File: src/sv/irhd_pkg.sv
package irhd_pkg;

    localparam int MESSAGE_BITS = 24;
    localparam int CW_BITS      = 30;
    localparam logic [31:0] DATA_MASK = 32'((64'd1 << MESSAGE_BITS) - 64'd1);
    localparam logic [31:0] NEC_LOW_MASK = 32'h00FF00FF;

    typedef enum logic [1:0] {
        OP_NEC_ENC = 2'd0,
        OP_NEC_DEC = 2'd1,
        OP_MSG_ENC = 2'd2,
        OP_MSG_DEC = 2'd3
    } t_op;

    typedef struct packed {
        t_op         operation;
        logic [31:0] word_in;
    } t_req;

    typedef struct packed {
        logic [31:0] word_out;
        logic        nec_check_failed;
        logic        parity_failed;
    } t_rsp;

    // positions p with bit k set, position p at bit CW_BITS-1-p
    function automatic logic [CW_BITS-1:0] par_mask(int k);
        logic [CW_BITS-1:0] m;
        m = '0;
        for (int p = 1; p < CW_BITS; p++) begin
            if (((p >> k) & 1) != 0) begin
                m[CW_BITS-1-p] = 1'b1;
            end
        end
        return m;
    endfunction

    function automatic logic [31:0] nec_encode(logic [31:0] w);
        logic [7:0] lo;
        logic [7:0] hi;
        lo = w[7:0];
        hi = w[15:8];
        return {hi, ~hi, lo, ~lo};
    endfunction

    function automatic t_rsp nec_decode(logic [31:0] w);
        logic [31:0] comp;
        logic [31:0] tb;
        t_rsp        r;
        comp = ~w & NEC_LOW_MASK;
        tb   = {8'h00, w[31:8]} & NEC_LOW_MASK;
        r.word_out         = {16'h0000, tb[23:16], tb[7:0]};
        r.nec_check_failed = (comp != tb);
        r.parity_failed    = 1'b0;
        return r;
    endfunction

    function automatic logic [31:0] msg_encode(logic [31:0] w);
        logic [23:0]        d;
        logic [CW_BITS-1:0] c;
        logic [CW_BITS-1:0] dc;
        d = w[23:0] & DATA_MASK[23:0];
        c = '0;
        c[12:0]  = d[12:0];
        c[20:14] = d[19:13];
        c[24:22] = d[22:20];
        c[26]    = d[23];
        for (int k = 0; k < 5; k++) begin
            c[CW_BITS-1-(1 << k)] = ^(c & par_mask(k));
        end
        c[CW_BITS-1] = ^c[CW_BITS-2:0];
        // running xor from the msb
        for (int i = 0; i < CW_BITS; i++) begin
            dc[i] = ^(c >> i);
        end
        return {2'b00, dc};
    endfunction

    function automatic t_rsp msg_decode(logic [31:0] w);
        logic [CW_BITS-1:0] c;
        logic [23:0]        d;
        t_rsp               r;
        c = w[CW_BITS-1:0] ^ w[CW_BITS:1];
        d = {c[26], c[24:22], c[20:14], c[12:0]};
        r.word_out         = {8'h00, d} & DATA_MASK;
        r.nec_check_failed = 1'b0;
        r.parity_failed    = ^c;
        return r;
    endfunction

endpackage

File: src/sv/irhd_core.sv
module irhd_core (
    input  irhd_pkg::t_req i_req,
    output irhd_pkg::t_rsp o_rsp
);

    always_comb begin
        unique case (i_req.operation)
            irhd_pkg::OP_NEC_ENC: begin
                o_rsp.word_out         = irhd_pkg::nec_encode(i_req.word_in);
                o_rsp.nec_check_failed = 1'b0;
                o_rsp.parity_failed    = 1'b0;
            end
            irhd_pkg::OP_NEC_DEC: begin
                o_rsp = irhd_pkg::nec_decode(i_req.word_in);
            end
            irhd_pkg::OP_MSG_ENC: begin
                o_rsp.word_out         = irhd_pkg::msg_encode(i_req.word_in);
                o_rsp.nec_check_failed = 1'b0;
                o_rsp.parity_failed    = 1'b0;
            end
            irhd_pkg::OP_MSG_DEC: begin
                o_rsp = irhd_pkg::msg_decode(i_req.word_in);
            end
            default: begin
                o_rsp = '0;
            end
        endcase
    end

endmodule

File: src/sv/ir_hamming_differential_codec.sv
// channel   | ports                       | handshake
// ----------+-----------------------------+-------------------------------
// request   | i_req (operation, word_in)  | taken when start && !busy
// result    | o_rsp (word_out, flags)     | o_valid for one cycle, no stall
//
// one request per cycle; after the request is taken the result passes through
// the input register, codec logic and result register
// busy is never raised; requests flow back to back
// synchronous active-low reset clears the valid pipeline only
module ir_hamming_differential_codec (
    input  logic           i_clk,
    input  logic           i_rst_n,
    input  logic           start,
    output logic           busy,
    input  irhd_pkg::t_req i_req,
    output logic           o_valid,
    output irhd_pkg::t_rsp o_rsp
);

    logic           r_req_valid;
    irhd_pkg::t_req r_req;
    logic           r_rsp_valid;
    irhd_pkg::t_rsp r_rsp;
    irhd_pkg::t_rsp n_rsp;

    assign busy = 1'b0;

    always_ff @(posedge i_clk) begin
        if (!i_rst_n) begin
            r_req_valid <= 1'b0;
            r_rsp_valid <= 1'b0;
        end else begin
            r_req_valid <= start && !busy;
            r_rsp_valid <= r_req_valid;
        end
    end

    always_ff @(posedge i_clk) begin
        r_req <= i_req;
        r_rsp <= n_rsp;
    end

    irhd_core u_core (
        .i_req (r_req),
        .o_rsp (n_rsp)
    );

    assign o_valid = r_rsp_valid;
    assign o_rsp   = r_rsp;

endmodule

File: config.mk
export PLATFORM = sky130hd
export DESIGN_NAME = ir_hamming_differential_codec
export DESIGN_NICKNAME = d
export VERILOG_FILES = /design/src/sv/irhd_pkg.sv /design/src/sv/irhd_core.sv /design/src/sv/ir_hamming_differential_codec.sv
export SDC_FILE = /design/constraint.sdc
export NUM_CORES = 1
export LEC_CHECK = 0
export BUFFER_PORTS_ARGS = -buffer_cell sky130_fd_sc_hd__buf_2
export CORE_ASPECT_RATIO = 0.8
export CORE_MARGIN = 1
export CORE_UTILIZATION = 41
export CTS_CLUSTER_SIZE = 10
export DETAILED_ROUTE_END_ITERATION = 12
export MAX_ROUTING_LAYER = met4
export PLACE_DENSITY_LB_ADDON = 0.08
export SLEW_MARGIN = 0
export SYNTH_ARGS = -nofsm -noshare
export SYNTH_HDL_FRONTEND = slang
export SYNTH_SLANG_ARGS = --single-unit
export TNS_END_PERCENT = 100
File: constraint.sdc
create_clock -name i_clk -period 3.1 [get_ports i_clk]
set_input_delay 0 -clock i_clk [delete_from_list [all_inputs] [get_ports i_clk]]
set_output_delay 0 -clock i_clk [all_outputs]
set_load 0.02 [all_outputs]
== After elaboration in Yosys (flattened, before gate mapping) ==
Index checks and enable logic that the tools add are counted.

* Register bits: 70
* Output and inout port bits: 36
* Bits of input ports: 37
* Logic and storage cells: 60

* Muxes and demuxes: 2
* Reductions and logical operators: 38
* Bitwise logic cells: 9
* Equality and inequality tests: 4

{| class="wikitable"
|+ Operator list
! kind !! count
|-
| parity 30 bit || 36
|-
| one-hot mux 34 bit (4 select lines) || 1
|-
| XOR 30 bit || 1
|-
| AND 27 x 29 -> 29 bit || 1
|-
| AND 29 x 14 -> 29 bit || 1
|-
| AND 29 x 22 -> 29 bit || 1
|-
| AND 29 x 26 -> 29 bit || 1
|-
| AND 29 x 28 -> 29 bit || 1
|-
| parity 29 bit || 1
|-
| inverter 24 bit || 1
|-
| != test 16 bit || 1
|-
| inverter 8 bit || 2
|-
| equality test 2 bit (second input constant) || 2
|-
| equality test 2 x 1 -> 1 bit (second input constant) || 1
|-
| zero test 2 bit || 1
|-
| 2-to-1 mux 1 bit || 1
|}

== Logic depth before layout (Yosys ltp) ==
Gate-level depths: netlist of the first run.

* Depth in word-level cells: 15
* Gate-level depth with buffers: 7
* Depth with buffers taken out: 6

== Cells and area by module ==
A second synthesis of the first run with hierarchy kept.

* Cell total of the unflattened synthesis: 279
* Area, all modules: 3025.4 um^2

{| class="wikitable"
|+ By module, submodules not included
! module !! sequential area each (um^2) !! cells an instance !! area each (um^2) !! times used
|-
| irhd_core || 0.0 || 205 || 1600.3 || 1
|-
| ir_hamming_differential_codec || 1401.3 || 74 || 1425.1 || 1
|}

== Worst setup path before layout of the first run ==
No wires, ideal clock.

* Path type: register to register
* Start: register r_req[2] (netlist name)
* End: register r_rsp (netlist bit o_rsp[15])
* Stages on the path, launching flop included: 7
* Required time: 2.966 ns
* Data arrival time: 2.233 ns
* Path slack: 0.733 ns
* Buffers on the path: 1
* Period minus slack after synthesis: 2.367 ns
* Library setup time: 0.134 ns
* Cells stage by stage: dfxtp_1 -> buf_2 -> xor2_1 -> xnor3_4 -> xnor3_1 -> xor2_1 -> mux4_2

{| class="wikitable"
|+ RTL lines
! element !! RTL line !! RTL
|-
| from (decl) || ir_hamming_differential_codec.sv:21 || <nowiki>irhd_pkg::t_req r_req;</nowiki>
|-
| from (signal assigned) || ir_hamming_differential_codec.sv:39 || <nowiki>r_req <= i_req;</nowiki>
|-
| to (signal assigned) || ir_hamming_differential_codec.sv:40 || <nowiki>r_rsp <= n_rsp;</nowiki>
|-
| to (decl) || ir_hamming_differential_codec.sv:23 || <nowiki>irhd_pkg::t_rsp r_rsp;</nowiki>
|}

==> results of run 1 <==
## worst max path at each step
stage	from	endpoint	slack, ns	cells after the start
after global placement	r_req[3]	o_rsp[15]	0.57	5
after global routing	r_req[3]	o_rsp[15]	0.36	5
after floorplan	r_req[2]	o_rsp[15]	0.73	6
final	r_req[3]	o_rsp[15]	0.50	5
after CTS	r_req[3]	o_rsp[15]	0.49	5
after detailed placement	r_req[3]	o_rsp[15]	0.49	5
## layer usage
layer  global-route usage  vias up  part of all wire
li1                     -     1166                 -
met1               0.2766     1058              0.50
met2               0.3161       67              0.43
met3              0.05342       11             0.052
met4              0.08971        0             0.017
met5                    -        -                 0
## logic make-up (layout without fill, tap and decap cells)
kind of cell | count (synthesis) | after routing | synth area share
xor+xnor | 76 | 76 | 0.2496
buf+inv | 35 | 135 | 0.06148
mux | 12 | 12 | 0.05178
other cells | 1 | 1 | 0.001212
flops | 70 | 70 | 0.4531
simple gates | 51 | 51 | 0.07848
compound gates | 50 | 50 | 0.1044
## critical path: stages, from the launching register on
cell and delay [ns]:
dfxtp_1 0.52, xor2_1 0.23, xnor3_4 0.62, xnor3_1 0.48, xor2_1 0.17, mux4_2 0.46
## registers in the layout, summed over array words and instances, names as in the netlist
register,count
o_rsp,34
r_req,34
o_valid,1
r_req_valid,1
## cell usage after synthesis, types with 2 or more instances
| master | n |
|---|---|
| a211oi_1 | 5 |
| a21oi_1 | 12 |
| and2_1 | 4 |
| buf_2 | 8 |
| buf_4 | 9 |
| buf_6 | 2 |
| clkbuf_1 | 11 |
| dfxtp_1 | 70 |
| inv_1 | 4 |
| mux2_2 | 2 |
| mux2i_1 | 7 |
| mux4_2 | 3 |
| nand2_1 | 14 |
| nand2b_1 | 2 |
| nand4_1 | 3 |
| nor2_1 | 17 |
| nor2b_1 | 3 |
| nor4_1 | 2 |
| o211ai_1 | 3 |
| o21ai_0 | 12 |
| o22ai_1 | 6 |
| o2bb2ai_1 | 2 |
| o31ai_1 | 3 |
| xnor2_1 | 44 |
| xnor2_2 | 2 |
| xnor3_1 | 3 |
| xnor3_4 | 2 |
| xor2_1 | 24 |
## area by class of cell
cell class	instances	area (sq um)	share of cell area
tap	87	108.9	0.02719
sequential	70	1403	0.3503
clock buffer	9	123.9	0.03094
inverter	4	15.01	0.003750
multi-input combinational	190	1501	0.3750
timing repair buffer	115	778.2	0.1944
clock inverter	7	73.82	0.01844
## power breakdown
group / switching, mW / internal, mW / leakage (nW)
combinational: 0.373 / 0.363 / 1.07
clock: 0.352 / 0.374 / 0.0996
sequential: 0.0668 / 0.996 / 0.589
## repair_timing
item	4_1_cts	5_1_grt
hold buffers	37	0
gates resized for setup	0	0
hold endpoints to repair	36	0
## per-stage QoR
stage | total power [mW] | setup slack (ns) | util
after global placement | 1.782 | 0.5736 | 0.4843
after floorplan | 1.606 | 0.7328 | -
final | 2.525 | 0.4975 | 0.5644
after CTS | 2.547 | 0.4884 | 0.5644
after global routing | 2.662 | 0.3597 | 0.5644
after detailed placement | 1.780 | 0.4932 | 0.4843
==> impl_metrics.env, run 1 <==
export IMPL_status="finished, final reports clean"
export IMPL_p_per_area_nw_per_um2=630.6
export IMPL_die_x_microns=99.11
export IMPL_p_leak_nw=1.755
export IMPL_period_share=0.8395
export IMPL_final_cell_mix="buf_2, dfxtp_1, xnor2_1, dlygate4sd3_1, xor2_1"
export IMPL_maxCapViolCount=0
export IMPL_nNetsFinal=427
export IMPL_core_area_sq_um=7094
export IMPL_ys_ff_latch=70
export IMPL_area_delta_synth_final_pct=29.45
export IMPL_min_to="r_req[21]"
export IMPL_timing_hold_ws_ns=0.2763
export IMPL_routed_wl_microns=7391
export IMPL_min_delay_start="i_req[21]"
export IMPL_reg2reg_depth=5
export IMPL_layout_cells_non_filler=482
export IMPL_worstReg2RegStart="r_req[3]"
export IMPL_placed_area_sq_um=3436
export IMPL_synth_edff_count=0
export IMPL_synthesis_area_sq_um=3093
export IMPL_grtUsageTotal=0.2126
export IMPL_rsz0062_at_grt="no"
export IMPL_synthTopCellsByArea="dfxtp_1, xnor2_1, xor2_1"
export IMPL_design_portCount=73
export IMPL_rr_endpoint="o_rsp[15]"
export IMPL_grt_antenna_before_repair=0
export IMPL_syn_avg_cell_area_sq_um=10.48
export IMPL_synth_cell_type_count=44
export IMPL_via_count=2302
export IMPL_synthFlopType="dfxtp_1"
export IMPL_fin_setup_tns_ns=0
export IMPL_clkSinkCount=70
export IMPL_fmax_ghz=0.3842
export IMPL_synthArstFlopShare=0
export IMPL_ctsHtreeMaxLevel=3
export IMPL_maxSlewHeadroom=0.6419
export IMPL_min_delay_path_depth=2
export IMPL_first_global_vias=2328
export IMPL_fin_area_sq_um=4004
export IMPL_syn_inst=295
export IMPL_min_path_type="primary input to flip-flop"
export IMPL_syn_nets=332
export IMPL_port_buffers=71
export IMPL_dp_cells=429
export IMPL_viasPerCell=4.776
export IMPL_clock_path_buffers=2
export IMPL_grt_pass1_wl_microns=12000
export IMPL_ir_worst_vdd_mv=0.3025
export IMPL_hpwl_microns=5115
export IMPL_antenna_cells=0
export IMPL_synth_warnings=0
export IMPL_setup_violations=0
export IMPL_drive_gt1_frac=0.2709
export IMPL_gp_congestion=0.9069
export IMPL_synth_top_area_frac=0.4531
export IMPL_slew_violations=0
export IMPL_synth_top_area_cell="dfxtp_1"
export IMPL_root_buffer="clkbuf_8"
export IMPL_crit_type="flip-flop to flip-flop"
export IMPL_cts_tree="yes"
export IMPL_drtAntennaViolNets=0
export IMPL_post_drt_wl_per_cell_microns=15.33
export IMPL_die_area_sq_um=7897
export IMPL_die_h_microns=79.69
export IMPL_grt_max_degree=38
export IMPL_tightest_slew_ns=0.5365
export IMPL_endpoint_kind="flip-flop"
export IMPL_post_cts_setup_buffer_count=0
export IMPL_fill_cells=696
export IMPL_grt_overflow_total=0
export IMPL_hold_viol=0
export IMPL_period_needed_ns=2.603
export IMPL_skew_ns=0.009206
export IMPL_drtPass1Iterations=4
export IMPL_numCtsBuffers=9
export IMPL_row_count=27
export IMPL_cp_start_kind="flip-flop"
export IMPL_cts_clk_slew_worst_paths_ns=0.08
export IMPL_yosysSeqAreaShare=0.4531
export IMPL_start_util=0.4360
export IMPL_rrSetupSlack_ns=0.50
export IMPL_drc_errors=0
export IMPL_arrival_ns=2.83
export IMPL_final_common_cell="buf_2"
export IMPL_clkLatencyLatePin_ns=0.35
export IMPL_required_ns=3.33
export IMPL_drt_iter0_drc=94
export IMPL_crit_fanout=9
Power figures use the tool's default switching activity.
==> run 2, diff against run 1 <==
clock period = 2.3 ns   (was 3.1 ns; I/O delays follow)
==> run 2 against run 1 <==
  * First-iteration DRC count grew 13%
  * Final cell count grew 4.8%
  * Critical path depth grew 1
  * Sequential share of layout area shrank 2.1 points
  * Global-route usage grew 0.86 points
  * Clock skew shrank 0.0029 ns
  * Via count grew 4.4%
  * Worst hold slack gained 0.0041 ns
  * Sequential cell count is the same
  * Power grew 49%
  * Combinational power grew 52%
==> impl_metrics.env, run 2 (synthesized netlist as in run 1, its figures left out) <==
export IMPL_drc_errors=0
export IMPL_tightest_slew_ns=0.5276
export IMPL_fin_setup_tns_ns=0
export IMPL_row_count=27
export IMPL_die_area_sq_um=7897
export IMPL_post_drt_wl_per_cell_microns=15.29
export IMPL_fin_area_sq_um=4268
export IMPL_setup_slack_ns=0.08334
export IMPL_cts_clk_slew_worst_paths_ns=0.08
export IMPL_routed_wl_microns=7722
export IMPL_clock_path_buffers=2
export IMPL_hpwl_microns=5562
export IMPL_period_needed_ns=2.217
export IMPL_layout_cells_non_filler=505
export IMPL_viasPerCell=4.758
export IMPL_cp_start_kind="flip-flop"
export IMPL_drtPass1Iterations=4
export IMPL_skew_ns=0.006263
export IMPL_maxCapViolCount=0
export IMPL_placed_area_sq_um=3608
export IMPL_start_util=0.4360
export IMPL_grt_antenna_before_repair=0
export IMPL_nNetsFinal=450
export IMPL_drive_gt1_frac=0.3206
export IMPL_clkLatencyLatePin_ns=0.34
export IMPL_final_cell_mix="buf_2, dfxtp_1, xnor2_1, dlygate4sd3_1, buf_4"
export IMPL_finalCoreUtilization=0.6016
export IMPL_crit_type="flip-flop to flip-flop"
export IMPL_drtAntennaViolNets=0
export IMPL_fill_cells=660
export IMPL_design_portCount=73
export IMPL_area_delta_synth_final_pct=37.99
export IMPL_slew_violations=0
export IMPL_grt_overflow_total=0
export IMPL_gp_congestion=0.8369
export IMPL_die_h_microns=79.69
export IMPL_setup_violations=0
export IMPL_critPathMaxStageDelay_ns=0.60
export IMPL_drt_iter0_drc=106
export IMPL_period_share=0.9638
export IMPL_p_per_area_nw_per_um2=880.2
export IMPL_path_cells="xnor2_2 > xnor3_4 > xnor2_1 > xnor2_2 > xnor2_1 > a211oi_1"
export IMPL_timing_hold_ws_ns=0.2805
export IMPL_maxSlewHeadroom=0.6479
export IMPL_grt_max_degree=38
export IMPL_cts_tree="yes"
export IMPL_required_ns=2.55
export IMPL_core_area_sq_um=7094
export IMPL_antenna_cells=0
export IMPL_grtUsageTotal=0.2212
export IMPL_numCtsBuffers=9
export IMPL_clkSinkCount=70
export IMPL_seq_area_sq_um=1404
export IMPL_multi_input_area_sq_um=1535
export IMPL_hold_viol=0
export IMPL_endpoint_kind="flip-flop"
export IMPL_crit_family="XOR/XNOR gates"
export IMPL_ctsHtreeMaxLevel=3
export IMPL_dp_cells=451
export IMPL_ir_worst_vdd_mv=0.3568
export IMPL_status="finished, final reports clean"
export IMPL_p_leak_nw=1.912
export IMPL_place_ws_ns=0.01549
export IMPL_crit_fanout=6
export IMPL_first_global_vias=2369
export IMPL_via_count=2403
export IMPL_rsz0062_at_grt="no"
export IMPL_cpMaxStageDelayCell="xnor3_4"
export IMPL_grt_pass1_wl_microns=12390
export IMPL_total_power_mw=3.757
export IMPL_die_x_microns=99.11
export IMPL_port_buffers=71
export IMPL_min_path_type="primary input to flip-flop"
export IMPL_fmax_ghz=0.4511
export IMPL_root_buffer="clkbuf_8"
export IMPL_final_common_cell="buf_2"
export IMPL_cp_num_buf_inv=0
export IMPL_arrival_ns=2.47
## run 2: path summary, 6_finish.rpt
check	startpoint	to	slack, ns	cells after the start
worst max-delay path	r_req[0]	o_rsp[31]	0.08	6
worst max register to register	r_req[0]	o_rsp[31]	0.08	6
worst min-delay path	i_req[15]	r_req[15]	0.28	2
worst min register to register	r_req_valid	o_valid	0.43	1
## run 2: where the power goes
group	internal [mW]	switching [mW]	total, mW
combinational	0.563	0.557	1.12
clock	0.759	0.469	1.23
sequential	1.34	0.0653	1.41
## run 2: cell type report
| class | instances | share of cell area |
|---|---|---|
| repair buffers | 138 | 0.2228 |
| well taps | 87 | 0.02551 |
| clock inverters | 6 | 0.02726 |
| multi-input cells | 190 | 0.3597 |
| flip-flops and latches | 70 | 0.3289 |
| clock buffers | 10 | 0.03225 |
| inverters | 4 | 0.003518 |
## run 2: timing repair
action                     4_1_cts  5_1_grt
pin swaps                        0        2
setup buffers                    0        1
hold buffers                    37        0
resized for setup                1        3
cloned                           0        0
hold endpoints to repair        36        0
setup endpoints to repair        1        1
## run 2: worst reg2reg max path: cells and delay by family, from the launching register on
kind            cells  cell delay [ns]
xor+xnor            5             1.54
compound gates      1             0.25
flops               1             0.34
## run 2: per-layer routing
metal	track usage	vias to the layer above	routed length (microns)
met5	-	-	0
met4	0.06765	0	100
met3	0.05166	11	471
met2	0.3238	82	3271
met1	0.3041	1098	3878
li1	-	1212	-
